===== config.mk =====
export PLATFORM = sky130hd
export DESIGN_NAME = qpam_mixer_flat
export DESIGN_NICKNAME = d
export VERILOG_FILES = /design/src/sv/qpam_pkg.sv /design/src/sv/qpam_if.sv /design/src/sv/qpam_mixer.sv /design/src/flat_wrapper.sv
export SDC_FILE = /design/constraint.sdc
export NUM_CORES = 1
export LEC_CHECK = 0
export BUFFER_PORTS_ARGS = -buffer_cell sky130_fd_sc_hd__buf_2
export CAP_MARGIN = 20
export CORE_MARGIN = 4
export CORE_UTILIZATION = 50
export CTS_CLUSTER_SIZE = 8
export DETAILED_ROUTE_END_ITERATION = 8
export MAX_ROUTING_LAYER = met4
export PLACE_DENSITY = 0.76
export SETUP_SLACK_MARGIN = 0.15
export SKIP_LAST_GASP = 1
export SYNTH_ARGS = -nofsm -noshare
export SYNTH_HDL_FRONTEND = slang
export SYNTH_SLANG_ARGS = --single-unit

===== constraint.sdc =====
create_clock -name clk_i -period 5.07 [get_ports clk_i]
set_clock_uncertainty 0.15 [all_clocks]
set_input_delay 0.7605 -clock clk_i [delete_from_list [all_inputs] [get_ports clk_i]]
set_output_delay 0.7605 -clock clk_i [all_outputs]
set_load 0.05 [all_outputs]

===== src/sv/qpam_pkg.sv =====
`timescale 1ns / 1ps

package qpam_pkg;

  localparam int ROTOR_COUNT = 4;
  localparam int SIGNAL_BITS = 32;
  localparam int SIG_W       = SIGNAL_BITS;
  localparam int EXT_W       = SIG_W + 4;   // headroom for three-term sums
  localparam int IN_W        = 32;          // width of the signal fields on the ports
  localparam int OUT_W       = 32;
  localparam int AXIS_COUNT  = 4;
  localparam int AXIS_W      = 2;
  localparam int ROTOR_W     = 2;
  localparam int STICK_W     = 16;
  localparam int CFG_IDX_W   = 3;
  localparam int CFG_DATA_W  = 32;
  localparam int GAIN_W      = 32;
  localparam int QUEUE_DEPTH = 2;

  typedef enum logic [AXIS_W-1:0] {
    AXIS_ALT   = 2'd0,
    AXIS_ROLL  = 2'd1,
    AXIS_PITCH = 2'd2,
    AXIS_YAW   = 2'd3
  } axis_e;

  // register indexes
  localparam logic [CFG_IDX_W-1:0] CFG_HOVER     = 3'd0;
  localparam logic [CFG_IDX_W-1:0] CFG_STEP      = 3'd1;
  localparam logic [CFG_IDX_W-1:0] CFG_INV_STEP  = 3'd2;
  localparam logic [CFG_IDX_W-1:0] CFG_DEADBAND  = 3'd3;
  localparam logic [CFG_IDX_W-1:0] CFG_START_ALT = 3'd4;

  localparam logic [30:0] HOVER_RST    = 31'd0;
  localparam logic [31:0] STEP_RST     = 32'd4294967;
  localparam logic [30:0] INV_STEP_RST = 31'd65536000;
  localparam logic [14:0] DEADBAND_RST = 15'd6554;

  typedef logic signed [SIG_W-1:0] sig_t;

  typedef struct packed {
    logic [30:0] hover_thrust;
    logic [31:0] step_time;
    logic [30:0] inverse_step_time;
    logic [14:0] deadband;
  } qpam_cfg_t;

  typedef struct packed {
    logic load;
    sig_t value;
  } qpam_alt_load_t;

  // one classified axis sample
  typedef struct packed {
    axis_e                     axis;
    logic signed [STICK_W-1:0] stick;    // after deadband
    sig_t                      angle;
    sig_t                      rate;
    sig_t                      lat_ref;  // roll/pitch reference, sign already applied
  } qpam_item_t;

  typedef struct packed {
    logic                       valid;
    sig_t [AXIS_COUNT-1:0]      effort;
  } qpam_mix_t;

  // PD gains, Q0.32
  localparam logic [GAIN_W-1:0] P_GAIN [AXIS_COUNT] =
    '{32'd429496730, 32'd12884902, 32'd12884902, 32'd85899};
  localparam logic [GAIN_W-1:0] D_GAIN [AXIS_COUNT] =
    '{32'd214748365, 32'd8589935, 32'd8589935, 32'd42950};

  // bit k set: axis k enters rotor r with a minus sign
  localparam logic [AXIS_COUNT-1:0] MIX_NEG [ROTOR_COUNT] =
    '{4'b1110, 4'b0100, 4'b1000, 4'b0010};
  localparam logic [ROTOR_COUNT-1:0] TORQUE_NEG = 4'b0101;

  // x / 10 == (x * RECIP10) >> 27 for x < 2^26
  localparam logic [GAIN_W-1:0] RECIP10       = 32'd13421773;
  localparam int                RECIP10_SHIFT = 27;
  localparam int                YAW_GAIN      = 42;   // 2.1 * 2 (Q1.15 -> Q16.16) * 10, /10 later
  localparam int                YAW_ROUND     = 5;

  function automatic logic signed [EXT_W-1:0] ext(input sig_t v);
    return EXT_W'(v);
  endfunction

  function automatic sig_t sat_ext(input logic signed [EXT_W-1:0] v);
    logic signed [EXT_W-1:0] hi;
    logic signed [EXT_W-1:0] lo;
    hi = {{(EXT_W-SIG_W+1){1'b0}}, {(SIG_W-1){1'b1}}};
    lo = {{(EXT_W-SIG_W+1){1'b1}}, {(SIG_W-1){1'b0}}};
    if (v > hi) return sig_t'(hi);
    if (v < lo) return sig_t'(lo);
    return sig_t'(v);
  endfunction

  function automatic sig_t sat_in(input logic signed [IN_W-1:0] v);
    logic signed [IN_W+SIG_W-1:0] w;
    logic signed [IN_W+SIG_W-1:0] hi;
    logic signed [IN_W+SIG_W-1:0] lo;
    w  = (IN_W+SIG_W)'(v);
    hi = {{(IN_W+1){1'b0}}, {(SIG_W-1){1'b1}}};
    lo = {{(IN_W+1){1'b1}}, {(SIG_W-1){1'b0}}};
    if (w > hi) return sig_t'(hi);
    if (w < lo) return sig_t'(lo);
    return sig_t'(w);
  endfunction

  function automatic logic signed [OUT_W-1:0] sat_out(input sig_t v);
    logic signed [SIG_W+OUT_W-1:0] w;
    logic signed [SIG_W+OUT_W-1:0] hi;
    logic signed [SIG_W+OUT_W-1:0] lo;
    w  = (SIG_W+OUT_W)'(v);
    hi = {{(SIG_W+1){1'b0}}, {(OUT_W-1){1'b1}}};
    lo = {{(SIG_W+1){1'b1}}, {(OUT_W-1){1'b0}}};
    if (w > hi) return OUT_W'(hi);
    if (w < lo) return OUT_W'(lo);
    return OUT_W'(w);
  endfunction

endpackage


===== src/sv/qpam_if.sv =====


interface qpam_out_if;
  logic                                    valid;
  logic                                    ready;
  logic [qpam_pkg::ROTOR_W-1:0]            rotor;
  logic signed [qpam_pkg::OUT_W-1:0]       force_res;
  logic signed [qpam_pkg::OUT_W-1:0]       torque;
  logic                                    last;

  modport source (output valid, rotor, force_res, torque, last, input ready);
  modport sink   (input valid, rotor, force_res, torque, last, output ready);
endinterface



===== src/sv/qpam_mixer.sv =====
`timescale 1ns / 1ps

// Rotor mixer: one signed accumulate per cycle in M_ACC, registered output; M_OUT waits for room.
module qpam_mixer (
  input  logic                clk_i,
  input  logic                rst_ni,
  input  qpam_pkg::qpam_cfg_t cfg_i,
  input  qpam_pkg::qpam_mix_t mix_i,
  output logic                mix_ready_o,
  qpam_out_if.source          out_chan_o
);

  typedef enum logic [1:0] {M_IDLE, M_ACC, M_OUT} mstate_e;

  localparam logic [qpam_pkg::ROTOR_W-1:0] LAST_ROTOR = 2'(qpam_pkg::ROTOR_COUNT - 1);
  localparam logic [qpam_pkg::AXIS_W-1:0]  LAST_AXIS  = 2'(qpam_pkg::AXIS_COUNT - 1);

  mstate_e                                    state_q;
  qpam_pkg::sig_t [qpam_pkg::AXIS_COUNT-1:0]  eff_q;
  logic [qpam_pkg::ROTOR_W-1:0]               r_q;
  logic [qpam_pkg::AXIS_W-1:0]                k_q;
  qpam_pkg::sig_t                             acc_q;
  qpam_pkg::sig_t                             hover;
  qpam_pkg::sig_t                             acc_d;
  qpam_pkg::sig_t                             torque;
  logic                                       ov_q;
  logic [qpam_pkg::ROTOR_W-1:0]               rotor_q;
  logic signed [qpam_pkg::OUT_W-1:0]          force_q, torque_q;
  logic                                       last_q;

  always_comb begin
    hover  = qpam_pkg::sat_in(qpam_pkg::IN_W'(cfg_i.hover_thrust));
    acc_d  = qpam_pkg::MIX_NEG[r_q][k_q]
           ? qpam_pkg::sat_ext(qpam_pkg::ext(acc_q) - qpam_pkg::ext(eff_q[k_q]))
           : qpam_pkg::sat_ext(qpam_pkg::ext(acc_q) + qpam_pkg::ext(eff_q[k_q]));
    torque = qpam_pkg::TORQUE_NEG[r_q] ? qpam_pkg::sat_ext(-qpam_pkg::ext(acc_q)) : acc_q;
  end

  assign mix_ready_o          = (state_q == M_IDLE);
  assign out_chan_o.valid     = ov_q;
  assign out_chan_o.rotor     = rotor_q;
  assign out_chan_o.force_res = force_q;
  assign out_chan_o.torque    = torque_q;
  assign out_chan_o.last      = last_q;

  always_ff @(posedge clk_i or negedge rst_ni) begin
    if (!rst_ni) begin
      state_q <= M_IDLE;
      ov_q    <= 1'b0;
    end else begin
      // M_OUT refills the output register itself once it drains
      if (out_chan_o.ready && (state_q != M_OUT)) begin
        ov_q <= 1'b0;
      end
      unique case (state_q)
        M_IDLE: begin
          if (mix_i.valid) begin
            eff_q   <= mix_i.effort;
            acc_q   <= hover;
            r_q     <= '0;
            k_q     <= '0;
            state_q <= M_ACC;
          end
        end
        M_ACC: begin
          acc_q <= acc_d;
          k_q   <= k_q + 1'b1;
          if (k_q == LAST_AXIS) begin
            state_q <= M_OUT;
          end
        end
        M_OUT: begin
          if (!ov_q || out_chan_o.ready) begin
            ov_q     <= 1'b1;
            rotor_q  <= r_q;
            force_q  <= qpam_pkg::sat_out(acc_q);
            torque_q <= qpam_pkg::sat_out(torque);
            last_q   <= (r_q == LAST_ROTOR);
            if (r_q == LAST_ROTOR) begin
              state_q <= M_IDLE;
            end else begin
              r_q     <= r_q + 1'b1;
              k_q     <= '0;
              acc_q   <= hover;
              state_q <= M_ACC;
            end
          end
        end
        default: state_q <= M_IDLE;
      endcase
    end
  end

endmodule


===== src/flat_wrapper.sv =====
// flat-port wrapper written by rule: the top's interface ports become plain ports
module qpam_mixer_flat 
  (clk_i, rst_ni, cfg_i, mix_i, mix_ready_o, out_chan_o_valid, out_chan_o_rotor, out_chan_o_force_res, out_chan_o_torque, out_chan_o_last, out_chan_o_ready);
  qpam_out_if out_chan_o_i ();
  input  logic clk_i;
  input  logic rst_ni;
  input  qpam_pkg::qpam_cfg_t cfg_i;
  input  qpam_pkg::qpam_mix_t mix_i;
  output logic mix_ready_o;
  output wire logic [$bits(out_chan_o_i.valid)-1:0] out_chan_o_valid;
  output wire logic [$bits(out_chan_o_i.rotor)-1:0] out_chan_o_rotor;
  output wire logic [$bits(out_chan_o_i.force_res)-1:0] out_chan_o_force_res;
  output wire logic [$bits(out_chan_o_i.torque)-1:0] out_chan_o_torque;
  output wire logic [$bits(out_chan_o_i.last)-1:0] out_chan_o_last;
  input wire logic [$bits(out_chan_o_i.ready)-1:0] out_chan_o_ready;
  assign out_chan_o_valid = out_chan_o_i.valid;
  assign out_chan_o_rotor = out_chan_o_i.rotor;
  assign out_chan_o_force_res = out_chan_o_i.force_res;
  assign out_chan_o_torque = out_chan_o_i.torque;
  assign out_chan_o_last = out_chan_o_i.last;
  assign out_chan_o_i.ready = out_chan_o_ready;
  qpam_mixer u_core (.clk_i(clk_i), .rst_ni(rst_ni), .cfg_i(cfg_i), .mix_i(mix_i), .mix_ready_o(mix_ready_o), .out_chan_o(out_chan_o_i));
endmodule

==> summary.md, run 1 <==
| Metric | Value |
|---|---|
| Status | finished clean |
| Buf/Inv on CP | 3 |
| Placed cells | 1768 |
| Initial Util | 0.508 |
| Post-synthesis instance area | 13600 µm² |
| Router iterations before antenna repair | 7 |
| Final Hold Viols | 0 |
| Number of standard cells after synthesis | 1241 |
| Avg WL per Cell | 19.8 µm |
| Die footprint | 30000 µm² |
| Hold-critical path depth | 1 |
| Final weighted congestion in routability-driven placement | 0.927 |
| Hold crit path type | in2reg |
| Clock tree from TritonCTS | done |
| Clock sink count | 234 |
| Routed wire length | 36.0 mm |
| Clock latency on the worst-skew pair | 510 ps |
| Routed vias | 10700 |
| P_leak | 0.00636 µW |
| Number of standard cells in the final layout excluding fillers | 1818 |
| Vertical die dimension | 173 µm |
| Share of the clock period used by the worst path | 0.930 |
| P per Cell Area | 784 nW/µm² |
| Final critical delay including setup and external delays | 4710 ps |
| Number of global-route vias before repair | 10500 |
| Std-Cell Rows | 60 |
| Die width | 173 µm |
| Number of I/O pins | 310 |
| Flop-to-flop setup slack | 360 ps |
| Number of antenna repair diodes | 0 |
| Post-Syn Area per Cell | 11.0 µm² |
| Residual DRC | 0 |
| Slowest CP cell | sky130_fd_sc_hd__mux4_2 |
| Top FF cell, synth | sky130_fd_sc_hd__edfxtp_1 |
| Inserted Clock Buffers | 35 |
| Post-layout nets | 1794 |
| Clock buffer depth | 3 |
| Total global-route track usage | 0.238 |
| Startpoint of the lowest-slack register-to-register path | u_core.k_q[0]$_SDFFCE_PN0P_ |
| Distinct cell type count of the synthesized netlist | 75 |
| GRT overflow | 0 |
| Slew Viols, Final | 0 |
| CP top delay family | compound AO/OA/AOI/OAI gates |
| Highest cell delay on the worst timing path | 570 ps |
| Global-route wire length before repair | 55.6 mm |
| Highest ir drop seen on vdd | 0.000373 V |
| Critical path data arrival time | 4790 ps |
| Count of input and output buffers | 231 |
| Max Cap Violations | 0 |
| Yosys Warn Count | 0 |
| Sequential cell area fraction in the yosys report | 0.514 |
| Peak clock frequency supported by timing | 0.212 GHz |
| Post-DP HPWL | 26.7 mm |
| Core region area | 26900 µm² |
| Total cell area at the placement stage | 15200 µm² |
| Routing usage on met1 | 0.313 |
| Vias/cell | 5.87 |
| Endpoint of the worst hold-timing path | u_core.eff_q[1]$_DFFE_PP_ |
| Grt peak-use layer | met2 |
| Worst slew margin relative to its limit | 0.443 |
| Critical path required time | 5150 ps |
| RSZ-0062 raised after global routing | true |
| Critical path start-end classification | reg2reg |
| Largest driver fanout on the critical path | 25 |
| Antenna-violating nets left | 0 |
| Met3 Usage GRT | 0.0457 |
| Setup crit start kind | register |
| Count of H-tree levels built during CTS | 2 |
| Fraction of final layout cells with drive strength greater than 1 | 0.249 |
| Library cell appearing most often on the critical path | sky130_fd_sc_hd__buf_12 |
| Critical path capture point type | register |
| Flip-flop and latch count after synthesis | 234 |
| Clk pin slew, worst setup/hold paths | 60 ps |
| Antenna violations before repair | 0 |
| Setup_tns | 0 ps |
| EDFF count, synth | 231 |
| Met2 track utilization from global routing | 0.375 |
| Worst Reg2Reg Path Length in Cells | 15 |
| Cell-by-cell trace of the critical path | buf_12 -> mux4_2 -> inv_1 -> ha_1 -> nor4_1 -> o21ai_0 -> o311ai_0 -> o2111ai_1 -> o211ai_1 -> a311oi_2 -> nand2b_1 -> mux2_2 -> buf_12 -> a21oi_1 -> o31ai_1 |
| RR Endpoint | u_core.acc_q[22]$_DFFE_PP_ |
| Transition time at the pin with the least slew margin | 836 ps |
| Post-Synthesis Net Count | 1568 |
| Area Overhead vs Synth | 19.1% |
| Number of DRC markers after the initial detailed-route iteration | 1146 |
| Pin count of the biggest net entering global routing | 129 |
| Final setup violation count | 0 |
| Async S/R FF share, synth | 0.0128 |
| Final hold slack | 273 ps |
| Final Instance Area | 16200 µm² |
| Worst setup path startpoint | u_core.k_q[0]$_SDFFCE_PN0P_ |
| CTS root buffer | sky130_fd_sc_hd__clkbuf_16 |
| Startpoint of the most critical hold path | mix_i[1] |
-- area by class of cell --
type	instances	area [µm²]
sequential	234	7010
clock buffer	44	931
inverter	72	270
fill	2221	10600
tap	341	427
multi-input combinational	853	6060
timing repair buffer	271	1510
clock inverter	3	32.5
-- report_power, final --
| part | internal (µW) | switching, µW | total [µW] | leakage [µW] |
|---|---|---|---|---|
| logic | 2950 | 4540 | 7490 | 0.00373 |
| clock network | 1270 | 792 | 2060 | 0.000465 |
| registers | 2710 | 462 | 3170 | 0.00216 |
| total | 6930 | 5800 | 12700 | 0.00636 |
-- cells by family after synthesis --
group                    count (synthesis)  synth area share
AO/OA/AOI/OAI                          347             0.153
AND/OR/NAND/NOR                        328             0.118
flip-flops                             234             0.514
buffers and inverters                  154            0.0432
adder cells (fa/ha/maj)                 86            0.0800
XOR/XNOR                                57            0.0366
multiplexers                            35            0.0551
-- sequential cells by signal (all words and copies together), names as in the netlist --
signal and cells:
u_core.eff_q 128, u_core.acc_q 32, u_core.out_chan_o.force_res 32, u_core.out_chan_o.torque 32, u_core.k_q 2, u_core.out_chan_o.rotor 2
u_core.r_q 2, u_core.state_q 2, u_core.out_chan_o.last 1, u_core.out_chan_o.valid 1
-- stage by stage --
step	power, µW	util	worst slack, ps
floorplan	8380	-	271
global placement	10400	0.567	345
detailed placement	10500	0.567	341
CTS	12600	0.603	338
global route	13600	0.604	136
finish	12700	0.604	356
-- layout by cell type (no fill, tap or decap), types with 11 or more instances in the layout --
cell                        synthesis  final
sky130_fd_sc_hd__a21oi_1          124    124
sky130_fd_sc_hd__xor2_1            11     11
sky130_fd_sc_hd__a21o_1            11     11
sky130_fd_sc_hd__mux4_2            32     32
sky130_fd_sc_hd__edfxtp_1         231    231
sky130_fd_sc_hd__nand2b_1          18     18
sky130_fd_sc_hd__buf_4              0     35
sky130_fd_sc_hd__clkbuf_16          0     36
sky130_fd_sc_hd__a211oi_1          11     11
sky130_fd_sc_hd__buf_2              3    231
sky130_fd_sc_hd__nor2_1           105    104
sky130_fd_sc_hd__xnor2_1           46     46
sky130_fd_sc_hd__o21ai_0           86     86
sky130_fd_sc_hd__a31oi_1           19     19
sky130_fd_sc_hd__nand2_1           88     88
sky130_fd_sc_hd__inv_1             72     72
sky130_fd_sc_hd__nor3_1            22     22
sky130_fd_sc_hd__ha_1              84     84
sky130_fd_sc_hd__or3_1             13     13
sky130_fd_sc_hd__o31ai_1           11     11
sky130_fd_sc_hd__nor2b_1           20     20
-- per-layer routing --
layer,share of wire,up-vias
met5,0,-
met4,0.034,0
met3,0.090,82
met2,0.47,500
met1,0.41,5063
li1,-,5028
-- how the worst max path moves through the flow --
stage	to	slack, ps	depth (start not counted)
CTS	u_core.acc_q[22]$_DFFE_PP_	340	15
global placement	u_core.acc_q[22]$_DFFE_PP_	350	15
floorplan	u_core.acc_q[26]$_DFFE_PP_	270	17
finish	u_core.acc_q[22]$_DFFE_PP_	360	15
detailed placement	u_core.acc_q[22]$_DFFE_PP_	340	15
global route	u_core.acc_q[22]$_DFFE_PP_	140	15
-- worst register-to-register path, delay by kind of cell, from the launching register on --
family	cells	cell delay [ps]
buf+inv	3	480
fa+ha+maj	1	340
mux	2	930
simple gates	2	660
compound gates	7	1500
flops	1	390
-- cell usage after synthesis, types with 8 or more instances --
cell	instances	area, µm²
sky130_fd_sc_hd__nand2b_1	18	113
sky130_fd_sc_hd__o21ai_0	86	430
sky130_fd_sc_hd__clkbuf_1	74	278
sky130_fd_sc_hd__nand3_1	9	45.0
sky130_fd_sc_hd__xnor2_1	46	403
sky130_fd_sc_hd__or3_1	13	81.3
sky130_fd_sc_hd__nor3_1	22	110
sky130_fd_sc_hd__o21ai_1	10	50.1
sky130_fd_sc_hd__nor2_1	105	394
sky130_fd_sc_hd__o21bai_1	8	60.1
sky130_fd_sc_hd__mux4_2	32	721
sky130_fd_sc_hd__ha_1	84	1050
sky130_fd_sc_hd__o211ai_1	8	60.1
sky130_fd_sc_hd__a211oi_1	11	82.6
sky130_fd_sc_hd__a31oi_1	19	119
sky130_fd_sc_hd__a21oi_1	124	621
sky130_fd_sc_hd__xor2_1	11	96.3
sky130_fd_sc_hd__a21o_1	11	82.6
sky130_fd_sc_hd__nor4_1	9	56.3
sky130_fd_sc_hd__inv_1	72	270
sky130_fd_sc_hd__o22ai_1	8	50.1
sky130_fd_sc_hd__o31ai_1	11	82.6
sky130_fd_sc_hd__edfxtp_1	231	6940
sky130_fd_sc_hd__nor2b_1	20	125
sky130_fd_sc_hd__nand2_1	88	330
-- repair_timing --
item	in CTS	in global routing
endpoints found under the setup margin	0	19
setup buffers	0	2
hold endpoints to repair	3	0
gates resized for setup	0	2
hold buffers	1	0
No activity file was read; power rests on OpenSTA's default activity.
==> run 2: changes to the inputs <==
--- a/config.mk
+++ b/config.mk
@@ -13,6 +13,7 @@
 export DETAILED_ROUTE_END_ITERATION = 8
 export MAX_ROUTING_LAYER = met4
 export PLACE_DENSITY = 0.76
+export RECOVER_POWER = 50
 export SETUP_SLACK_MARGIN = 0.15
 export SKIP_LAST_GASP = 1
 export SYNTH_ARGS = -nofsm -noshare
==> run 2 against run 1 <==
The flow now finishes with violations (capacitance limit, slew limit). Clock-buffer cell count is the same. Largest power group unchanged. Register-to-register slack gained 50 ps. Combinational power is essentially flat. Sequential power is essentially flat. Fmax grew 1.1%. Via count grew 0.33%. Global-route usage is the same. Non-clock buffer count is the same. Sequential cell count is the same. Clock power is essentially flat. First-iteration DRC count grew 0.52%. Critical path type unchanged.
==> summary.md, run 2 (same netlist as run 1, synthesis figures left out) <==
| Metric | Value |
|---|---|
| Internal power summed over all cells | 6920 µW |
| Post-DP HPWL | 26.7 mm |
| Relative contribution of combinational cells to total power | 0.587 |
| RR Endpoint | u_core.acc_q[30]$_DFFE_PP_ |
| Startpoint of the most critical hold path | mix_i[61] |
| Fraction of final layout cells with drive strength greater than 1 | 0.199 |
| Sw power | 5800 µW |
| Startpoint of the lowest-slack register-to-register path | u_core.k_q[0]$_SDFFCE_PN0P_ |
| Vias/cell | 5.89 |
| Final weighted congestion in routability-driven placement | 0.927 |
| Worst Reg2Reg Path Length in Cells | 17 |
| Total cell area at the placement stage | 15200 µm² |
| Sw Ratio | 0.456 |
| Number of DRC markers after the initial detailed-route iteration | 1152 |
| Setup crit start kind | register |
| Sequential Power Share | 0.251 |
| Initial Util | 0.508 |
| Antenna-violating nets left | 0 |
| Clock power frac | 0.162 |
| Total global-route track usage | 0.238 |
| P per Cell Area | 789 nW/µm² |
| Commonest non-fill, non-tap cells in the layout | sky130_fd_sc_hd__edfxtp_1, sky130_fd_sc_hd__buf_2, sky130_fd_sc_hd__a21oi_1 |
| Slowest CP cell | sky130_fd_sc_hd__or3b_2 |
| Endpoint of the worst hold-timing path | u_core.eff_q[61]$_DFFE_PP_ |
| Clock buffer depth | 3 |
| Number of antenna repair diodes | 0 |
| Count of input and output buffers | 231 |
| Max Cap Violations | 2 |
| Critical path data arrival time | 4780 ps |
| Residual DRC | 0 |
| Critical path start-end classification | reg2reg |
| Routed vias | 10700 |
| Count of H-tree levels built during CTS | 2 |
| Cell-by-cell trace of the critical path | buf_12 -> mux4_2 -> ha_1 -> inv_1 -> fa_1 -> nor2_1 -> o211ai_1 -> buf_4 -> a311oi_1 -> o41ai_1 -> buf_4 -> o211ai_1 -> a221oi_1 -> xnor2_1 -> or3b_2 -> nand4_1 -> nand3_1 |
| Number of I/O pins | 310 |
| Clock sink count | 234 |
| Die width | 173 µm |
| Highest ir drop seen on vdd | 0.000371 V |
| Share of the clock period used by the worst path | 0.920 |
| Setup_tns | 0 ps |
| Clk pin slew, worst setup/hold paths | 60 ps |
| Hold-critical path depth | 1 |
| P_leak | 0.00614 µW |
| Transition time at the pin with the least slew margin | 3130 ps |
| Vertical die dimension | 173 µm |
| Die footprint | 30000 µm² |
| Final Instance Area | 16100 µm² |
| Final Hold Viols | 0 |
| Inserted Clock Buffers | 35 |
| Worst slew margin relative to its limit | -1.09 |
| Commonest non-fill, non-tap cell in the layout | sky130_fd_sc_hd__edfxtp_1 |
| Peak clock frequency supported by timing | 0.214 GHz |
| Violations in the final reports | capacitance limit, slew limit |
| Final critical delay including setup and external delays | 4660 ps |
| Number of flip-flops under the largest register name | 128 |
| Critical path capture point type | register |
| Clock tree from TritonCTS | done |
| Core region area | 26900 µm² |
| Critical path required time | 5180 ps |
| Router iterations before antenna repair | 9 |
| Routed wire length | 36.2 mm |
| Avg WL per Cell | 19.9 µm |
| Highest cell delay on the worst timing path | 460 ps |
| GRT overflow | 0 |
| Global-route wire length before repair | 55.6 mm |
| Number of global-route vias before repair | 10500 |
| Final setup violation count | 0 |
| Area Overhead vs Synth | 18.2% |
| RSZ-0062 raised after global routing | true |
| CTS root buffer | sky130_fd_sc_hd__clkbuf_16 |
| Post-layout nets | 1794 |
| Flop-to-flop setup slack | 410 ps |
| Largest driver fanout on the critical path | 25 |
| Slew Viols, Final | 164 |
| Hold crit path type | in2reg |
| Clock latency on the worst-skew pair | 510 ps |
| Status | finished with violations |
| Std-Cell Rows | 60 |
| Antenna violations before repair | 0 |
| Pin count of the biggest net entering global routing | 129 |
| Largest register by flop count | u_core.eff_q |
| Number of standard cells in the final layout excluding fillers | 1818 |
| Placed cells | 1768 |
==> run 2: cell types whose count changed in the layout (fill, tap and decap cells not counted), sizes merged <==
cell / delta
buf: -75
clkbuf: +75
==> run 2: how the worst max path moves through the flow <==
| stage | startpoint | end | slack (ps) | cells after the start |
|---|---|---|---|---|
| floorplan | u_core.k_q[0]$_SDFFCE_PN0P_ | u_core.acc_q[26]$_DFFE_PP_ | 270 | 17 |
| global placement | u_core.k_q[0]$_SDFFCE_PN0P_ | u_core.acc_q[22]$_DFFE_PP_ | 350 | 15 |
| detailed placement | u_core.k_q[0]$_SDFFCE_PN0P_ | u_core.acc_q[22]$_DFFE_PP_ | 340 | 15 |
| CTS | u_core.k_q[0]$_SDFFCE_PN0P_ | u_core.acc_q[22]$_DFFE_PP_ | 340 | 15 |
| global route | u_core.k_q[0]$_SDFFCE_PN0P_ | u_core.acc_q[22]$_DFFE_PP_ | 140 | 15 |
| finish | u_core.k_q[0]$_SDFFCE_PN0P_ | u_core.acc_q[30]$_DFFE_PP_ | 410 | 17 |
==> run 2: power groups by stage <==
stage | logic, µW | clock network (µW) | registers (µW)
final | 7460 | 2060 | 3200
after global routing | 8150 | 2200 | 3220
after CTS | 7340 | 2100 | 3150
after detailed placement | 7280 | 0 | 3190
after global placement | 7240 | 0 | 3170
after floorplan | 5260 | 0 | 3120
==> run 2: layout make-up <==
| type | instances | area [µm²] |
|---|---|---|
| Fill cell | 2273 | 10800 |
| Sequential cell | 234 | 7010 |
| Multi-Input combinational cell | 853 | 6060 |
| Timing Repair Buffer | 271 | 1390 |
| Clock buffer | 44 | 931 |
| Tap cell | 341 | 427 |
| Inverter | 72 | 270 |
| Clock inverter | 3 | 32.5 |
==> run 2: through the flow <==
stage	utilization	power, µW	setup slack [ps]	hold slack, ps
after detailed placement	0.567	10500	341	383
final	0.600	12700	408	273
after CTS	0.603	12600	338	250
after global placement	0.567	10400	345	382
after global routing	0.600	13600	136	257
after floorplan	-	8380	271	315
==> run 2: critical path, delay by kind of cell (launching register included) <==
| kind | cells | cell delay (ps) |
|---|---|---|
| AO/OA/AOI/OAI | 5 | 1190 |
| XOR/XNOR | 1 | 250 |
| adder cells (fa/ha/maj) | 2 | 590 |
| buffers and inverters | 4 | 580 |
| flip-flops | 1 | 420 |
| multiplexers | 1 | 420 |
| AND/OR/NAND/NOR | 4 | 790 |
==> run 2: repair_timing <==
item | CTS | global route
setup endpoints to repair | 0 | 19
gates resized for setup | 0 | 2
endpoints found under the hold margin | 3 | 0
setup buffers | 0 | 2
hold buffers | 1 | 0
==> run 2: routing by layer <==
layer  vias to the layer above  GRT usage  wire length [µm]
li1                       5033          -                 -
met1                      5074      0.313             15000
met2                       522      0.375             16900
met3                        79     0.0457              3110
met4                         0     0.0821              1170
met5                         -          -                 0
