`config.mk`:
```
export PLATFORM = sky130hd
export DESIGN_NAME = qpam_queue
export DESIGN_NICKNAME = d
export VERILOG_FILES = /design/src/sv/qpam_pkg.sv /design/src/sv/qpam_queue.sv
export SDC_FILE = /design/constraint.sdc
export NUM_CORES = 1
export LEC_CHECK = 0
export ABC_AREA = 1
export BUFFER_PORTS_ARGS = -buffer_cell sky130_fd_sc_hd__buf_2
export CAP_MARGIN = 5
export CORE_MARGIN = 2
export CORE_UTILIZATION = 32
export CTS_CLUSTER_SIZE = 25
export DETAILED_ROUTE_END_ITERATION = 12
export PLACE_DENSITY_LB_ADDON = 0.12
export SLEW_MARGIN = 20
export SYNTH_ARGS = -nofsm -noshare
export SYNTH_HDL_FRONTEND = slang
export SYNTH_SLANG_ARGS = --single-unit
```
`constraint.sdc`:
```
create_clock -name clk_i -period 12.6 [get_ports clk_i]
set_input_delay 1.89 -clock clk_i [delete_from_list [all_inputs] [get_ports clk_i]]
set_output_delay 1.89 -clock clk_i [all_outputs]
set_load 0.02 [all_outputs]
```
`src/sv/qpam_pkg.sv`:
```
`timescale 1ns / 1ps

package qpam_pkg;

  localparam int ROTOR_COUNT = 4;
  localparam int SIGNAL_BITS = 32;
  localparam int SIG_W       = SIGNAL_BITS;
  localparam int EXT_W       = SIG_W + 4;   // headroom for three-term sums
  localparam int IN_W        = 32;          // width of the signal fields on the ports
  localparam int OUT_W       = 32;
  localparam int AXIS_COUNT  = 4;
  localparam int AXIS_W      = 2;
  localparam int ROTOR_W     = 2;
  localparam int STICK_W     = 16;
  localparam int CFG_IDX_W   = 3;
  localparam int CFG_DATA_W  = 32;
  localparam int GAIN_W      = 32;
  localparam int QUEUE_DEPTH = 2;

  typedef enum logic [AXIS_W-1:0] {
    AXIS_ALT   = 2'd0,
    AXIS_ROLL  = 2'd1,
    AXIS_PITCH = 2'd2,
    AXIS_YAW   = 2'd3
  } axis_e;

  // register indexes
  localparam logic [CFG_IDX_W-1:0] CFG_HOVER     = 3'd0;
  localparam logic [CFG_IDX_W-1:0] CFG_STEP      = 3'd1;
  localparam logic [CFG_IDX_W-1:0] CFG_INV_STEP  = 3'd2;
  localparam logic [CFG_IDX_W-1:0] CFG_DEADBAND  = 3'd3;
  localparam logic [CFG_IDX_W-1:0] CFG_START_ALT = 3'd4;

  localparam logic [30:0] HOVER_RST    = 31'd0;
  localparam logic [31:0] STEP_RST     = 32'd4294967;
  localparam logic [30:0] INV_STEP_RST = 31'd65536000;
  localparam logic [14:0] DEADBAND_RST = 15'd6554;

  typedef logic signed [SIG_W-1:0] sig_t;

  typedef struct packed {
    logic [30:0] hover_thrust;
    logic [31:0] step_time;
    logic [30:0] inverse_step_time;
    logic [14:0] deadband;
  } qpam_cfg_t;

  typedef struct packed {
    logic load;
    sig_t value;
  } qpam_alt_load_t;

  // one classified axis sample
  typedef struct packed {
    axis_e                     axis;
    logic signed [STICK_W-1:0] stick;    // after deadband
    sig_t                      angle;
    sig_t                      rate;
    sig_t                      lat_ref;  // roll/pitch reference, sign already applied
  } qpam_item_t;

  typedef struct packed {
    logic                       valid;
    sig_t [AXIS_COUNT-1:0]      effort;
  } qpam_mix_t;

  // PD gains, Q0.32
  localparam logic [GAIN_W-1:0] P_GAIN [AXIS_COUNT] =
    '{32'd429496730, 32'd12884902, 32'd12884902, 32'd85899};
  localparam logic [GAIN_W-1:0] D_GAIN [AXIS_COUNT] =
    '{32'd214748365, 32'd8589935, 32'd8589935, 32'd42950};

  // bit k set: axis k enters rotor r with a minus sign
  localparam logic [AXIS_COUNT-1:0] MIX_NEG [ROTOR_COUNT] =
    '{4'b1110, 4'b0100, 4'b1000, 4'b0010};
  localparam logic [ROTOR_COUNT-1:0] TORQUE_NEG = 4'b0101;

  // x / 10 == (x * RECIP10) >> 27 for x < 2^26
  localparam logic [GAIN_W-1:0] RECIP10       = 32'd13421773;
  localparam int                RECIP10_SHIFT = 27;
  localparam int                YAW_GAIN      = 42;   // 2.1 * 2 (Q1.15 -> Q16.16) * 10, /10 later
  localparam int                YAW_ROUND     = 5;

  function automatic logic signed [EXT_W-1:0] ext(input sig_t v);
    return EXT_W'(v);
  endfunction

  function automatic sig_t sat_ext(input logic signed [EXT_W-1:0] v);
    logic signed [EXT_W-1:0] hi;
    logic signed [EXT_W-1:0] lo;
    hi = {{(EXT_W-SIG_W+1){1'b0}}, {(SIG_W-1){1'b1}}};
    lo = {{(EXT_W-SIG_W+1){1'b1}}, {(SIG_W-1){1'b0}}};
    if (v > hi) return sig_t'(hi);
    if (v < lo) return sig_t'(lo);
    return sig_t'(v);
  endfunction

  function automatic sig_t sat_in(input logic signed [IN_W-1:0] v);
    logic signed [IN_W+SIG_W-1:0] w;
    logic signed [IN_W+SIG_W-1:0] hi;
    logic signed [IN_W+SIG_W-1:0] lo;
    w  = (IN_W+SIG_W)'(v);
    hi = {{(IN_W+1){1'b0}}, {(SIG_W-1){1'b1}}};
    lo = {{(IN_W+1){1'b1}}, {(SIG_W-1){1'b0}}};
    if (w > hi) return sig_t'(hi);
    if (w < lo) return sig_t'(lo);
    return sig_t'(w);
  endfunction

  function automatic logic signed [OUT_W-1:0] sat_out(input sig_t v);
    logic signed [SIG_W+OUT_W-1:0] w;
    logic signed [SIG_W+OUT_W-1:0] hi;
    logic signed [SIG_W+OUT_W-1:0] lo;
    w  = (SIG_W+OUT_W)'(v);
    hi = {{(SIG_W+1){1'b0}}, {(OUT_W-1){1'b1}}};
    lo = {{(SIG_W+1){1'b1}}, {(OUT_W-1){1'b0}}};
    if (w > hi) return OUT_W'(hi);
    if (w < lo) return OUT_W'(lo);
    return OUT_W'(w);
  endfunction

endpackage

```
`src/sv/qpam_queue.sv`:
```
`timescale 1ns / 1ps

// Small register FIFO between front and back.
module qpam_queue (
  input  logic                 clk_i,
  input  logic                 rst_ni,
  input  logic                 push_i,
  input  qpam_pkg::qpam_item_t push_item_i,
  output logic                 full_o,
  input  logic                 pop_i,
  output logic                 valid_o,
  output qpam_pkg::qpam_item_t pop_item_o
);

  localparam int PTR_W = (qpam_pkg::QUEUE_DEPTH > 1) ? $clog2(qpam_pkg::QUEUE_DEPTH) : 1;
  localparam int CNT_W = $clog2(qpam_pkg::QUEUE_DEPTH + 1);
  localparam logic [CNT_W-1:0] DEPTH_C = CNT_W'(qpam_pkg::QUEUE_DEPTH);
  localparam logic [PTR_W-1:0] LAST_C  = PTR_W'(qpam_pkg::QUEUE_DEPTH - 1);

  qpam_pkg::qpam_item_t entry_q [qpam_pkg::QUEUE_DEPTH];
  logic [PTR_W-1:0]     wr_ptr_q, rd_ptr_q;
  logic [CNT_W-1:0]     cnt_q;

  assign full_o     = (cnt_q == DEPTH_C);
  assign valid_o    = (cnt_q != '0);
  assign pop_item_o = entry_q[rd_ptr_q];

  always_ff @(posedge clk_i) begin
    if (push_i) begin
      entry_q[wr_ptr_q] <= push_item_i;
    end
  end

  always_ff @(posedge clk_i or negedge rst_ni) begin
    if (!rst_ni) begin
      wr_ptr_q <= '0;
      rd_ptr_q <= '0;
      cnt_q    <= '0;
    end else begin
      if (push_i) begin
        wr_ptr_q <= (wr_ptr_q == LAST_C) ? '0 : wr_ptr_q + 1'b1;
      end
      if (pop_i) begin
        rd_ptr_q <= (rd_ptr_q == LAST_C) ? '0 : rd_ptr_q + 1'b1;
      end
      if (push_i && !pop_i) begin
        cnt_q <= cnt_q + 1'b1;
      end else if (pop_i && !push_i) begin
        cnt_q <= cnt_q - 1'b1;
      end
    end
  end

endmodule

```
==> impl_metrics.sql, run 1 <==
INSERT INTO impl_metrics (metric_group, metric, value, unit) VALUES
('routing', 'drt_iter0_markers', '159', ''),
('clocking', 'ctsRootBufferMaster', 'clkbuf_16', ''),
('clocking', 'postCtsResizedCells', '0', ''),
('setup_path', 'setup.worst_path.class', 'reg2out', ''),
('routing', 'dr_total_vias', '4268', ''),
('power', 'sequentialPowerShare', '42.6', '%'),
('synth', 'postSynthAreaPerCell', '22.7', 'µm²'),
('routing', 'detail-route-antenna-nets', '0', ''),
('power', 'power.switching_fraction', '31.1', '%'),
('setup_path', 'r2r-start', 'wr_ptr_q$_DFFE_PN0P_', ''),
('power', 'internal_power', '1.77', 'mW'),
('floorplanning', 'dieArea', '28300', 'µm²'),
('setup_path', 'worstPathMaxFanout', '63', ''),
('worst_hold_path', 'hp-class', 'reg2reg', ''),
('routing', 'drt_wl_total', '16.8', 'mm'),
('worst_hold_path', 'hold_end', 'cnt_q[1]$_DFFE_PN0P_', ''),
('synth', 'post_synth_num_cell_types', '14', ''),
('sta', 'worst_slew_margin_rel', '29.5', '%'),
('clocking', 'tritoncts', 'yes', ''),
('routing', 'post_drt_wl_per_cell', '17.0', 'µm'),
('synth', 'post_synth_instance_area', '8630', 'µm²'),
('clocking', 'cts.repair_timing.setup_buffer_count', '0', ''),
('clocking', 'insertion_delay', '0.52', 'ns'),
('setup_path', 'cp.required', '10.71', 'ns'),
('setup_path', 'setup.reg_to_reg.worst_slack', '10.32', 'ns'),
('setup_path', 'timing.critical_path.from_type', 'flop', ''),
('synth', 'synthesized_netlist_net_count', '499', ''),
('setup_path', 'worst-endpoint-arrival', '3.03', 'ns'),
('global_route', 'global_route_total_usage_across_every_layer', '11.3', '%'),
('power', 'totalPowerFinal', '2.57', 'mW'),
('routing', 'detail_route.drc_violations', '0', ''),
('clocking', 'cts_max_level', '1', ''),
('power', 'total_switching_power', '801', 'µW'),
('sta', 'timing.final.hold_violations', '0', ''),
('global_route', 'first_pass_grt_wire_length', '25.0', 'mm'),
('global_route', 'grt_pass1_vias', '4630', ''),
('sta', 'setup_total_negative_slack', '0', 'ns'),
('sta', 'report.final.setup_viol', '0', ''),
('clocking', 'clock_path_buffers', '3', ''),
('sta', 'post-route-min-period', '4.92', 'ns'),
('power', 'clock_power_share', '26.4', '%'),
('synth', 'yosysTopAreaCellShare', '79.3', '%'),
('floorplanning', 'initial_utilization', '32.3', '%'),
('placed_design', 'hpwl', '11.0', 'mm'),
('sta', 'min_period_over_period', '39.1', '%'),
('floorplanning', 'top_level_ports', '234', ''),
('setup_path', 'reg2reg_to', 'entry_q[1][57]$_DFFE_PP_', ''),
('floorplanning', 'die_h', '168', 'µm'),
('placed_design', 'final_estimated_routing_congestion_in_global_placement', '0.683', ''),
('power', 'p_leak', '4.24', 'nW'),
('sta', 'worst_slew_pin_slew', '1.06', 'ns'),
('status', 'status', 'finished, final reports clean', ''),
('global_route', 'antenna_found_initial', '4', ''),
('worst_hold_path', 'worst_min_path_start', 'cnt_q[1]$_DFFE_PN0P_', ''),
('floorplanning', 'fp.coreArea', '26700', 'µm²'),
('synth', 'syn_inst', '380', ''),
('sta', 'max_freq', '203', 'MHz'),
('synth', 'synth_seq_area_share', '80.5', '%'),
('synth', 'synth-warning-count', '0', ''),
('setup_path', 'crit_path_end_kind', 'primary output', ''),
('sta', 'unrepaired_setup_endpoints_after_global_routing', 'false', ''),
('setup_path', 'reg2regPathDepth', '3', ''),
('clocking', 'ctsHoldBuffers', '0', ''),
('final_layout', 'finish.net_count', '751', ''),
('floorplanning', 'row_count', '60', ''),
('sta', 'fin_worst_skew', '0.0163', 'ns'),
('power', 'power.share.combinational', '31.0', '%'),
('routing', 'routed_via_density', '4.31', ''),
('clocking', 'worst_setup_hold_path_clk_slew', '0.05', 'ns'),
('routing', 'first_pass_iters', '4', ''),
('final_layout', 'antenna_fix_cells', '0', '');
per-stage QoR:
step | hold WS (ns) | cell area (µm²) | worst slack [ns] | instances
2_1_floorplan | 0.442 | 8630 | 5.31 | 380
3_3_place_gp | 0.453 | 10200 | 8.18 | 945
3_5_place_dp | 0.469 | 10200 | 8.13 | 945
4_1_cts | 0.487 | 10900 | 7.57 | 990
5_1_grt | 0.555 | 10900 | 7.49 | 990
6_report | 0.476 | 10900 | 7.68 | 990
critical path: stages, from the launching register on:
cell and delay [ns]:
dfrtp_4 0.95, buf_4 0.91, mux2_2 0.43, buf_2 0.16
worst max-delay path by stage:
| stage | from | end | slack, ns | cells past startpoint |
|---|---|---|---|---|
| floorplan | push_i | entry_q[0][0]$_DFFE_PP_ | 5.31 | 2 |
| global placement | rd_ptr_q$_DFFE_PN0P_ | pop_item_o[98] | 8.18 | 3 |
| detailed placement | rd_ptr_q$_DFFE_PN0P_ | pop_item_o[109] | 8.13 | 3 |
| CTS | rd_ptr_q$_DFFE_PN0P_ | pop_item_o[109] | 7.57 | 3 |
| global route | rd_ptr_q$_DFFE_PN0P_ | pop_item_o[17] | 7.49 | 3 |
| finish | rd_ptr_q$_DFFE_PN0P_ | pop_item_o[6] | 7.68 | 3 |
per-layer routing:
layer / share of wire (%) / vias to the layer above / global-route usage [%]
li1: - / 2003 / -
met1: 41 / 2054 / 13.7
met2: 46 / 171 / 18.7
met3: 10 / 34 / 4.58
met4: 1.9 / 6 / 3.41
met5: 0.24 / - / 0
cells in the mapped netlist:
library cell and number:
xor2_1 2, mux2_4 50, buf_6 7, nor2_1 2
nand3_1 1, nand2_1 6, ha_1 1, edfxtp_1 228
dfrtp_1 4, inv_1 7, nand4_1 1, xnor2_1 1
mux2_2 64, buf_2 6
state kept, by name, indices dropped and copies added, names as in the netlist:
signal	flops
cnt_q	2
entry_q	228
rd_ptr_q	1
wr_ptr_q	1
final cells by class:
class | count | area, µm²
Clock buffer | 35 | 706
Sequential cell | 232 | 6950
Timing Repair Buffer | 237 | 1200
Fill cell | 2454 | 15800
Inverter | 7 | 28.8
Clock inverter | 10 | 67.6
Tap cell | 341 | 427
Multi-Input combinational cell | 128 | 1560
kinds of logic after synthesis:
| family | Yosys count | share of synthesized area (%) |
|---|---|---|
| buf+inv | 20 | 1.57 |
| mux | 114 | 17.0 |
| fa+ha+maj | 1 | 0.145 |
| flops | 232 | 80.5 |
| simple gates | 10 | 0.478 |
| xor+xnor | 3 | 0.304 |
layout by cell type, fill, tap and decap left out:
master / synthesis / layout
nand2_1: 6 / 6
bufinv_16: 0 / 1
edfxtp_1: 228 / 228
clkbuf_16: 0 / 27
clkbuf_1: 0 / 8
buf_4: 0 / 4
clkinv_1: 0 / 6
nand3_1: 1 / 1
buf_2: 6 / 233
nor2_4: 0 / 1
mux2_2: 64 / 64
nand4_1: 1 / 1
xnor2_1: 1 / 1
inv_4: 0 / 1
dfrtp_1: 4 / 3
dfrtp_4: 0 / 1
xor2_1: 2 / 2
ha_1: 1 / 1
nor2_1: 2 / 1
inv_1: 7 / 6
clkinv_2: 0 / 3
mux2_4: 50 / 50
power groups by stage:
stage	sequential, mW	clock [mW]	combinational [mW]
4_1_cts	1.10	0.709	0.817
2_1_floorplan	1.09	0	0.617
3_3_place_gp	1.11	0	0.809
5_1_grt	1.12	0.735	0.854
3_5_place_dp	1.12	0	0.814
6_report	1.10	0.680	0.797
Power figures use the tool's default switching activity.
==> inputs of run 2 (changes only) <==
Clock period 12.6 ns to 5 ns, I/O delays scaled along.
==> run 2 against run 1 <==
- clock skew shrank 0.0092 ns
- register-to-register slack worse by 7.4 ns
- critical path depth is the same
- sequential power up 150%
- combinational power grew to 2.6 times the previous value
- sequential cell count unchanged
- clock-buffer cell count decreased by 4
==> impl_metrics.sql, run 2 (synthesis results as in run 1) <==
INSERT INTO impl_metrics (metric_group, metric, value, unit) VALUES
('status', 'status', 'finished, final reports clean', ''),
('sta', 'unrepaired_setup_endpoints_after_global_routing', 'false', ''),
('global_route', 'first_pass_grt_wire_length', '25.6', 'mm'),
('routing', 'drt_wl_total', '17.3', 'mm'),
('power', 'p_leak', '4.23', 'nW'),
('final_layout', 'max_flop_register', 'entry_q', ''),
('setup_path', 'worstPathMaxFanout', '64', ''),
('power', 'total_switching_power', '2.05', 'mW'),
('routing', 'routed_via_density', '4.35', ''),
('routing', 'first_pass_iters', '6', ''),
('clocking', 'insertion_delay', '0.51', 'ns'),
('sta', 'setup_total_negative_slack', '0', 'ns'),
('setup_path', 'timing.critical_path.from_type', 'flop', ''),
('sta', 'timing.final.hold_violations', '0', ''),
('global_route', 'grt_pass1_vias', '4568', ''),
('final_layout', 'finish.net_count', '753', ''),
('power', 'sequentialPowerShare', '42.0', '%'),
('clocking', 'postCtsResizedCells', '0', ''),
('floorplanning', 'dieArea', '28300', 'µm²'),
('power', 'clock_power_share', '25.6', '%'),
('final_layout', 'post-route-cell-area', '10900', 'µm²'),
('routing', 'detail_route.drc_violations', '0', ''),
('placed_design', 'final_estimated_routing_congestion_in_global_placement', '0.706', ''),
('floorplanning', 'chipWidth', '168', 'µm'),
('clocking', 'clock_path_buffers', '3', ''),
('placed_design', 'placed_area', '10200', 'µm²'),
('worst_hold_path', 'hp-class', 'in2async', ''),
('placed_design', 'buffer_ports.inserted', '233', ''),
('job', 'max_cap_violations', '0', ''),
('setup_path', 'worst-endpoint-arrival', '2.62', 'ns'),
('sta', 'worst_slew_margin_rel', '35.5', '%'),
('final_layout', 'commonest_non_fill_non_tap_cells_in_the_layout', 'buf_2, edfxtp_1, mux2_2, mux2_4, clkbuf_16', ''),
('clocking', 'tritoncts', 'yes', ''),
('sta', 'max_freq', '297', 'MHz'),
('clocking', 'cts.repair_timing.setup_buffer_count', '0', ''),
('routing', 'post_drt_wl_per_cell', '17.4', 'µm'),
('final_layout', 'layout.filler_cells', '2450', ''),
('placed_design', 'numPlacedInstances', '948', ''),
('sta', 'timing_max_transition_violations_final', '0', ''),
('global_route', 'grt-ovfl-total', '0', ''),
('clocking', 'ctsHoldBuffers', '0', ''),
('placed_design', 'hpwl', '11.3', 'mm'),
('setup_path', 'cp.required', '4.25', 'ns'),
('final_layout', 'most_frequent_standard_cell_in_the_layout_excluding_fill_and_tap_cells', 'buf_2', ''),
('power', 'power.share.combinational', '32.4', '%'),
('power', 'power.switching_fraction', '31.7', '%'),
('sta', 'report.final.setup_viol', '0', ''),
('global_route', 'grt_start_max_net_pins', '70', ''),
('clocking', 'cts_num_sinks', '232', ''),
('sta', 'worst_slew_pin_slew', '0.968', 'ns'),
('global_route', 'antenna_found_initial', '5', ''),
('clocking', 'worst_setup_hold_path_clk_slew', '0.06', 'ns'),
('routing', 'detail-route-antenna-nets', '0', ''),
('floorplanning', 'die_h', '168', 'µm'),
('floorplanning', 'top_level_ports', '234', ''),
('final_layout', 'max_reg_flops', '228', ''),
('sta', 'post-route-min-period', '3.37', 'ns'),
('clocking', 'tritoncts.num_buffers', '25', ''),
('routing', 'dr_total_vias', '4316', ''),
('power', 'internal_power', '4.41', 'mW'),
('global_route', 'global_route_total_usage_across_every_layer', '11.7', '%'),
('final_layout', 'post_layout_nonfiller_instances', '993', ''),
('clocking', 'cts_max_level', '1', ''),
('clocking', 'ctsRootBufferMaster', 'clkbuf_16', ''),
('floorplanning', 'initial_utilization', '32.3', '%'),
('sta', 'min_period_over_period', '67.3', '%'),
('power', 'cellPowerDensity', '591', 'nW/µm²'),
('final_layout', 'flow.area_growth_from_synthesis', '26.4', '%'),
('floorplanning', 'fp.coreArea', '26700', 'µm²'),
('final_layout', 'proportion_of_layout_cells_with_a_drive_suffix_above_1', '59.8', '%'),
('sta', 'fin_worst_skew', '0.00711', 'ns'),
('final_layout', 'biggest_regs', 'entry_q x228, cnt_q x2', ''),
('setup_path', 'setup.worst_path.class', 'reg2out', ''),
('power', 'vdd_ir_drop_max', '0.283', 'mV'),
('setup_path', 'crit_path_end_kind', 'primary output', ''),
('routing', 'drt_iter0_markers', '206', ''),
('floorplanning', 'row_count', '60', '');
-- run 2: worst paths after layout --
| kind | slack [ns] | endpoint | from | cells after the start |
|---|---|---|---|---|
| min in group clk_i | 0.42 | entry_q[1][15]$_DFFE_PP_ | push_item_i[15] | 1 |
| setup reg to reg | 2.90 | entry_q[1][94]$_DFFE_PP_ | wr_ptr_q$_DFFE_PN0P_ | 3 |
| setup / recovery | 1.63 | pop_item_o[113] | rd_ptr_q$_DFFE_PN0P_ | 3 |
| max in group asynchronous | 4.83 | rd_ptr_q$_DFFE_PN0P_ | rst_ni | 1 |
| hold reg to reg | 0.50 | cnt_q[1]$_DFFE_PN0P_ | cnt_q[1]$_DFFE_PN0P_ | 2 |
| hold / removal | 0.03 | cnt_q[1]$_DFFE_PN0P_ | rst_ni | 1 |
-- run 2: layer usage --
layer  global-route usage (%)  routed length, µm  vias up  share of wire [%]
met5                        0                 27        -               0.16
met4                     3.00                302        4                1.7
met3                     4.28               1520       28                8.8
met2                     19.5               8190      172                 47
met1                     14.4               7230     2102                 42
li1                         -                  -     2010                  -
-- run 2: power by group through the flow --
stage          clock network [mW]  logic (mW)  registers, mW
3_3_place_gp                    0        2.13           2.74
3_5_place_dp                    0        2.15           2.76
2_1_floorplan                   0        1.56           2.72
4_1_cts                      1.72        2.15           2.72
6_report                     1.65        2.09           2.71
5_1_grt                      1.79        2.24           2.75
-- run 2: layout make-up --
cell class | instances | area (µm²) | share of cell area, %
clock buffer | 31 | 648 | 5.94
antenna | 3 | 7.51 | 0.0688
multi-input combinational | 128 | 1560 | 14.3
tap | 341 | 427 | 3.91
timing repair buffer | 240 | 1220 | 11.2
inverter | 7 | 28.8 | 0.264
sequential | 232 | 6950 | 63.7
clock inverter | 11 | 77.6 | 0.711
-- run 2: worst max-delay path, stage by stage, from the launching register on --
cell	delay [ns]
dfrtp_4	0.65
buf_4	0.80
mux2_2	0.44
buf_2	0.16
-- run 2: metrics by stage --
stage / power [mW] / utilization, % / hold WS [ns] / setup WS [ns]
detailed placement: 4.90 / 38.1 / 0.489 / 2.09
finish: 6.45 / 40.8 / 0.0333 / 1.63
global placement: 4.87 / 38.1 / 0.454 / 2.14
global route: 6.78 / 40.8 / 0.0137 / 1.48
CTS: 6.59 / 40.8 / 0.00904 / 1.53
floorplan: 4.27 / - / 0.442 / 0.834
==> inputs of run 3 (changes only) <==
Settings changed: ABC_AREA 1 to 0.
Clock period 5 ns to 2.8 ns, I/O delays scaled along.
==> run 3 against run 2 <==
- critical path depth unchanged
- clock power is 87% higher
- synthesized area down 0.20%
- sequential share of layout area fell by 0.34 points
- final area up 0.54%
- clock-buffer cell count up 1
==> impl_metrics.sql, run 3 <==
INSERT INTO impl_metrics (metric_group, metric, value, unit) VALUES
('final_layout', 'flow.area_growth_from_synthesis', '27.4', '%'),
('power', 'p_leak', '4.24', 'nW'),
('placed_design', 'buffer_ports.inserted', '233', ''),
('synth', 'ys_async_sr_fraction', '1.72', '%'),
('floorplanning', 'dieArea', '28300', 'µm²'),
('final_layout', 'max_flop_register', 'entry_q', ''),
('synth', 'edff_count_synth', '228', ''),
('synth', 'post-synth-top-area-cell', 'edfxtp_1', ''),
('setup_path', 'crit_path_end_kind', 'primary output', ''),
('sta', 'post-route-min-period', '2.48', 'ns'),
('setup_path', 'reg2regPathDepth', '2', ''),
('sta', 'fin_worst_skew', '0.0195', 'ns'),
('synth', 'post_synth_num_cell_types', '14', ''),
('job', 'max_cap_violations', '0', ''),
('global_route', 'grt-ovfl-total', '0', ''),
('clocking', 'clock_path_buffers', '3', ''),
('sta', 'setup_slack', '0.317', 'ns'),
('global_route', 'grt_start_max_net_pins', '115', ''),
('final_layout', 'post-route-cell-area', '11000', 'µm²'),
('power', 'vdd_ir_drop_max', '0.727', 'mV'),
('synth', 'syn_inst', '371', ''),
('setup_path', 'worstPathMaxFanout', '80', ''),
('sta', 'worst_slew_pin_slew', '0.784', 'ns'),
('synth', 'postSynthAreaPerCell', '23.2', 'µm²'),
('setup_path', 'worst_setup_path_start', 'rd_ptr_q$_DFFE_PN0P_', ''),
('placed_design', 'hpwl', '10.6', 'mm'),
('routing', 'drt_iter0_markers', '220', ''),
('clocking', 'worst_setup_hold_path_clk_slew', '0.06', 'ns'),
('final_layout', 'most_frequent_standard_cell_in_the_layout_excluding_fill_and_tap_cells', 'buf_2', ''),
('sta', 'max_freq', '403', 'MHz'),
('global_route', 'first_pass_grt_wire_length', '25.2', 'mm'),
('floorplanning', 'top_level_ports', '234', ''),
('synth', 'dominantRegCellSynth', 'edfxtp_1', ''),
('clocking', 'ctsRootBufferMaster', 'clkbuf_16', ''),
('setup_path', 'setup.reg_to_reg.worst_slack', '1.20', 'ns'),
('routing', 'drt_wl_total', '16.8', 'mm'),
('power', 'cellPowerDensity', '1060', 'nW/µm²'),
('floorplanning', 'chipWidth', '168', 'µm'),
('sta', 'setup_total_negative_slack', '0', 'ns'),
('synth', 'post_synth_instance_area', '8620', 'µm²'),
('synth', 'synth_area_leaders', 'edfxtp_1, mux2_4, mux2_2, dfrtp_1, buf_6', ''),
('routing', 'maxUsedRoutingLayer', 'met4', ''),
('routing', 'dr_total_vias', '4277', ''),
('setup_path', 'timing.critical_path.from_type', 'flop', ''),
('clocking', 'insertion_delay', '0.52', 'ns'),
('status', 'status', 'finished, final reports clean', ''),
('setup_path', 'setup.worst_path.class', 'reg2out', ''),
('final_layout', 'max_reg_flops', '228', ''),
('routing', 'first_pass_iters', '4', ''),
('synth', 'yosysTopAreaCellShare', '79.5', '%'),
('routing', 'detail_route.drc_violations', '0', ''),
('sta', 'unrepaired_setup_endpoints_after_global_routing', 'false', ''),
('sta', 'fin_hold_ws', '0.0858', 'ns'),
('global_route', 'grt_pass1_vias', '4630', ''),
('setup_path', 'worst-endpoint-arrival', '2.06', 'ns'),
('global_route', 'global_route_total_usage_across_every_layer', '11.4', '%'),
('clocking', 'cts_max_level', '1', ''),
('setup_path', 'reg2reg_to', 'entry_q[1][79]$_DFFE_PP_', ''),
('sta', 'report.final.setup_viol', '0', ''),
('final_layout', 'biggest_regs', 'entry_q x228, cnt_q x2', ''),
('floorplanning', 'row_count', '60', ''),
('synth', 'synth.ff_latch_count', '232', ''),
('sta', 'worst_slew_margin_rel', '47.8', '%'),
('floorplanning', 'initial_utilization', '32.2', '%'),
('final_layout', 'finish.net_count', '743', ''),
('routing', 'routed_via_density', '4.35', ''),
('placed_design', 'placed_area', '10200', 'µm²'),
('routing', 'detailroute.wirelength.met2', '7.92', 'mm'),
('sta', 'timing_max_transition_violations_final', '0', ''),
('clocking', 'tritoncts', 'yes', ''),
('clocking', 'cts_num_sinks', '232', ''),
('floorplanning', 'die_h', '168', 'µm'),
('synth', 'synth-warning-count', '0', ''),
('placed_design', 'post-place-ws', '0.872', 'ns'),
('routing', 'post_drt_wl_per_cell', '17.1', 'µm'),
('synth', 'yosysMostFrequentCell', 'edfxtp_1', ''),
('sta', 'timing.final.hold_violations', '0', ''),
('routing', 'wl_met3', '1.54', 'mm'),
('clocking', 'tritoncts.num_buffers', '26', ''),
('routing', 'wirelength_met1', '7.01', 'mm'),
('floorplanning', 'fp.coreArea', '26700', 'µm²'),
('global_route', 'antenna_found_initial', '1', ''),
('routing', 'detail-route-antenna-nets', '0', ''),
('synth', 'synth_seq_area_share', '80.6', '%'),
('sta', 'min_period_over_period', '88.7', '%'),
('placed_design', 'final_estimated_routing_congestion_in_global_placement', '0.695', ''),
('final_layout', 'proportion_of_layout_cells_with_a_drive_suffix_above_1', '61.0', '%'),
('worst_hold_path', 'hp-class', 'in2reg', ''),
('synth', 'netlist_top_cells_count', 'edfxtp_1, mux2_2, mux2_4', ''),
('synth', 'synthesized_netlist_net_count', '490', ''),
('final_layout', 'commonest_non_fill_non_tap_cells_in_the_layout', 'buf_2, edfxtp_1, mux2_2, mux2_4, clkbuf_16', ''),
('setup_path', 'r2r-start', 'wr_ptr_q$_DFFE_PN0P_', ''),
('setup_path', 'cp.required', '2.38', 'ns'),
('setup_path', 'setup.worst_path.end', 'pop_item_o[6]', '');
## run 3: power by group
part	switching (mW)	leakage, nW	internal [mW]
registers	0.165	2.19	4.62
clock network	1.26	0.387	1.83
logic	2.23	1.67	1.57
## run 3: critical path, cell delays in order, from the launching register on
cell	delay [ns]
dfrtp_4	0.42
buf_12	0.36
mux2_2	0.41
buf_2	0.16
## run 3: what timing repair did
action | 4_1_cts | 5_1_grt
gates resized for setup | 0 | 0
buffers inserted | 0 | 0
hold buffers | 1 | 0
hold endpoints to repair | 4 | 0
## run 3: stage by stage
| step | util (%) | total power [mW] | cells |
|---|---|---|---|
| after CTS | 41.1 | 11.9 | 982 |
| final | 41.1 | 11.7 | 983 |
| after global placement | 38.1 | 8.69 | 936 |
| after global routing | 41.1 | 12.2 | 982 |
| after detailed placement | 38.1 | 8.74 | 936 |
| after floorplan | - | 7.60 | 371 |
## run 3: worst min path at each step
stage,cells past startpoint,endpoint,start
3_3_place_gp,1,rd_ptr_q$_DFFE_PN0P_,rst_ni
3_5_place_dp,1,rd_ptr_q$_DFFE_PN0P_,rst_ni
4_1_cts,1,entry_q[0][24]$_DFFE_PP_,push_item_i[24]
2_1_floorplan,0,cnt_q[0]$_DFFE_PN0P_,rst_ni
6_report,1,entry_q[0][24]$_DFFE_PP_,push_item_i[24]
5_1_grt,1,entry_q[0][110]$_DFFE_PP_,push_item_i[110]
## run 3: layout make-up
class                           count  area, µm²
Timing Repair Buffer              238       1240
Antenna cell                        1       2.50
Sequential cell                   232       6950
Clock buffer                       32        694
Fill cell                        2475      15800
Multi-Input combinational cell    125       1570
Clock inverter                     13       87.6
Tap cell                          341        427
Inverter                            1       3.75
## run 3: cell families after synthesis
family	Yosys count	synth area share (%)
buffers and inverters	14	1.31
adders and majority gates	1	0.145
xor gates and xnor gates	5	0.508
and+or+nand+nor	5	0.334
DFF	232	80.6
muxes	114	17.1
## run 3: per-layer routing
| metal | global-route usage (%) | up-vias |
|---|---|---|
| met5 | 0 | - |
| met4 | 3.19 | 0 |
| met3 | 4.58 | 26 |
| met2 | 19.0 | 171 |
| met1 | 13.8 | 2103 |
| li1 | - | 1977 |
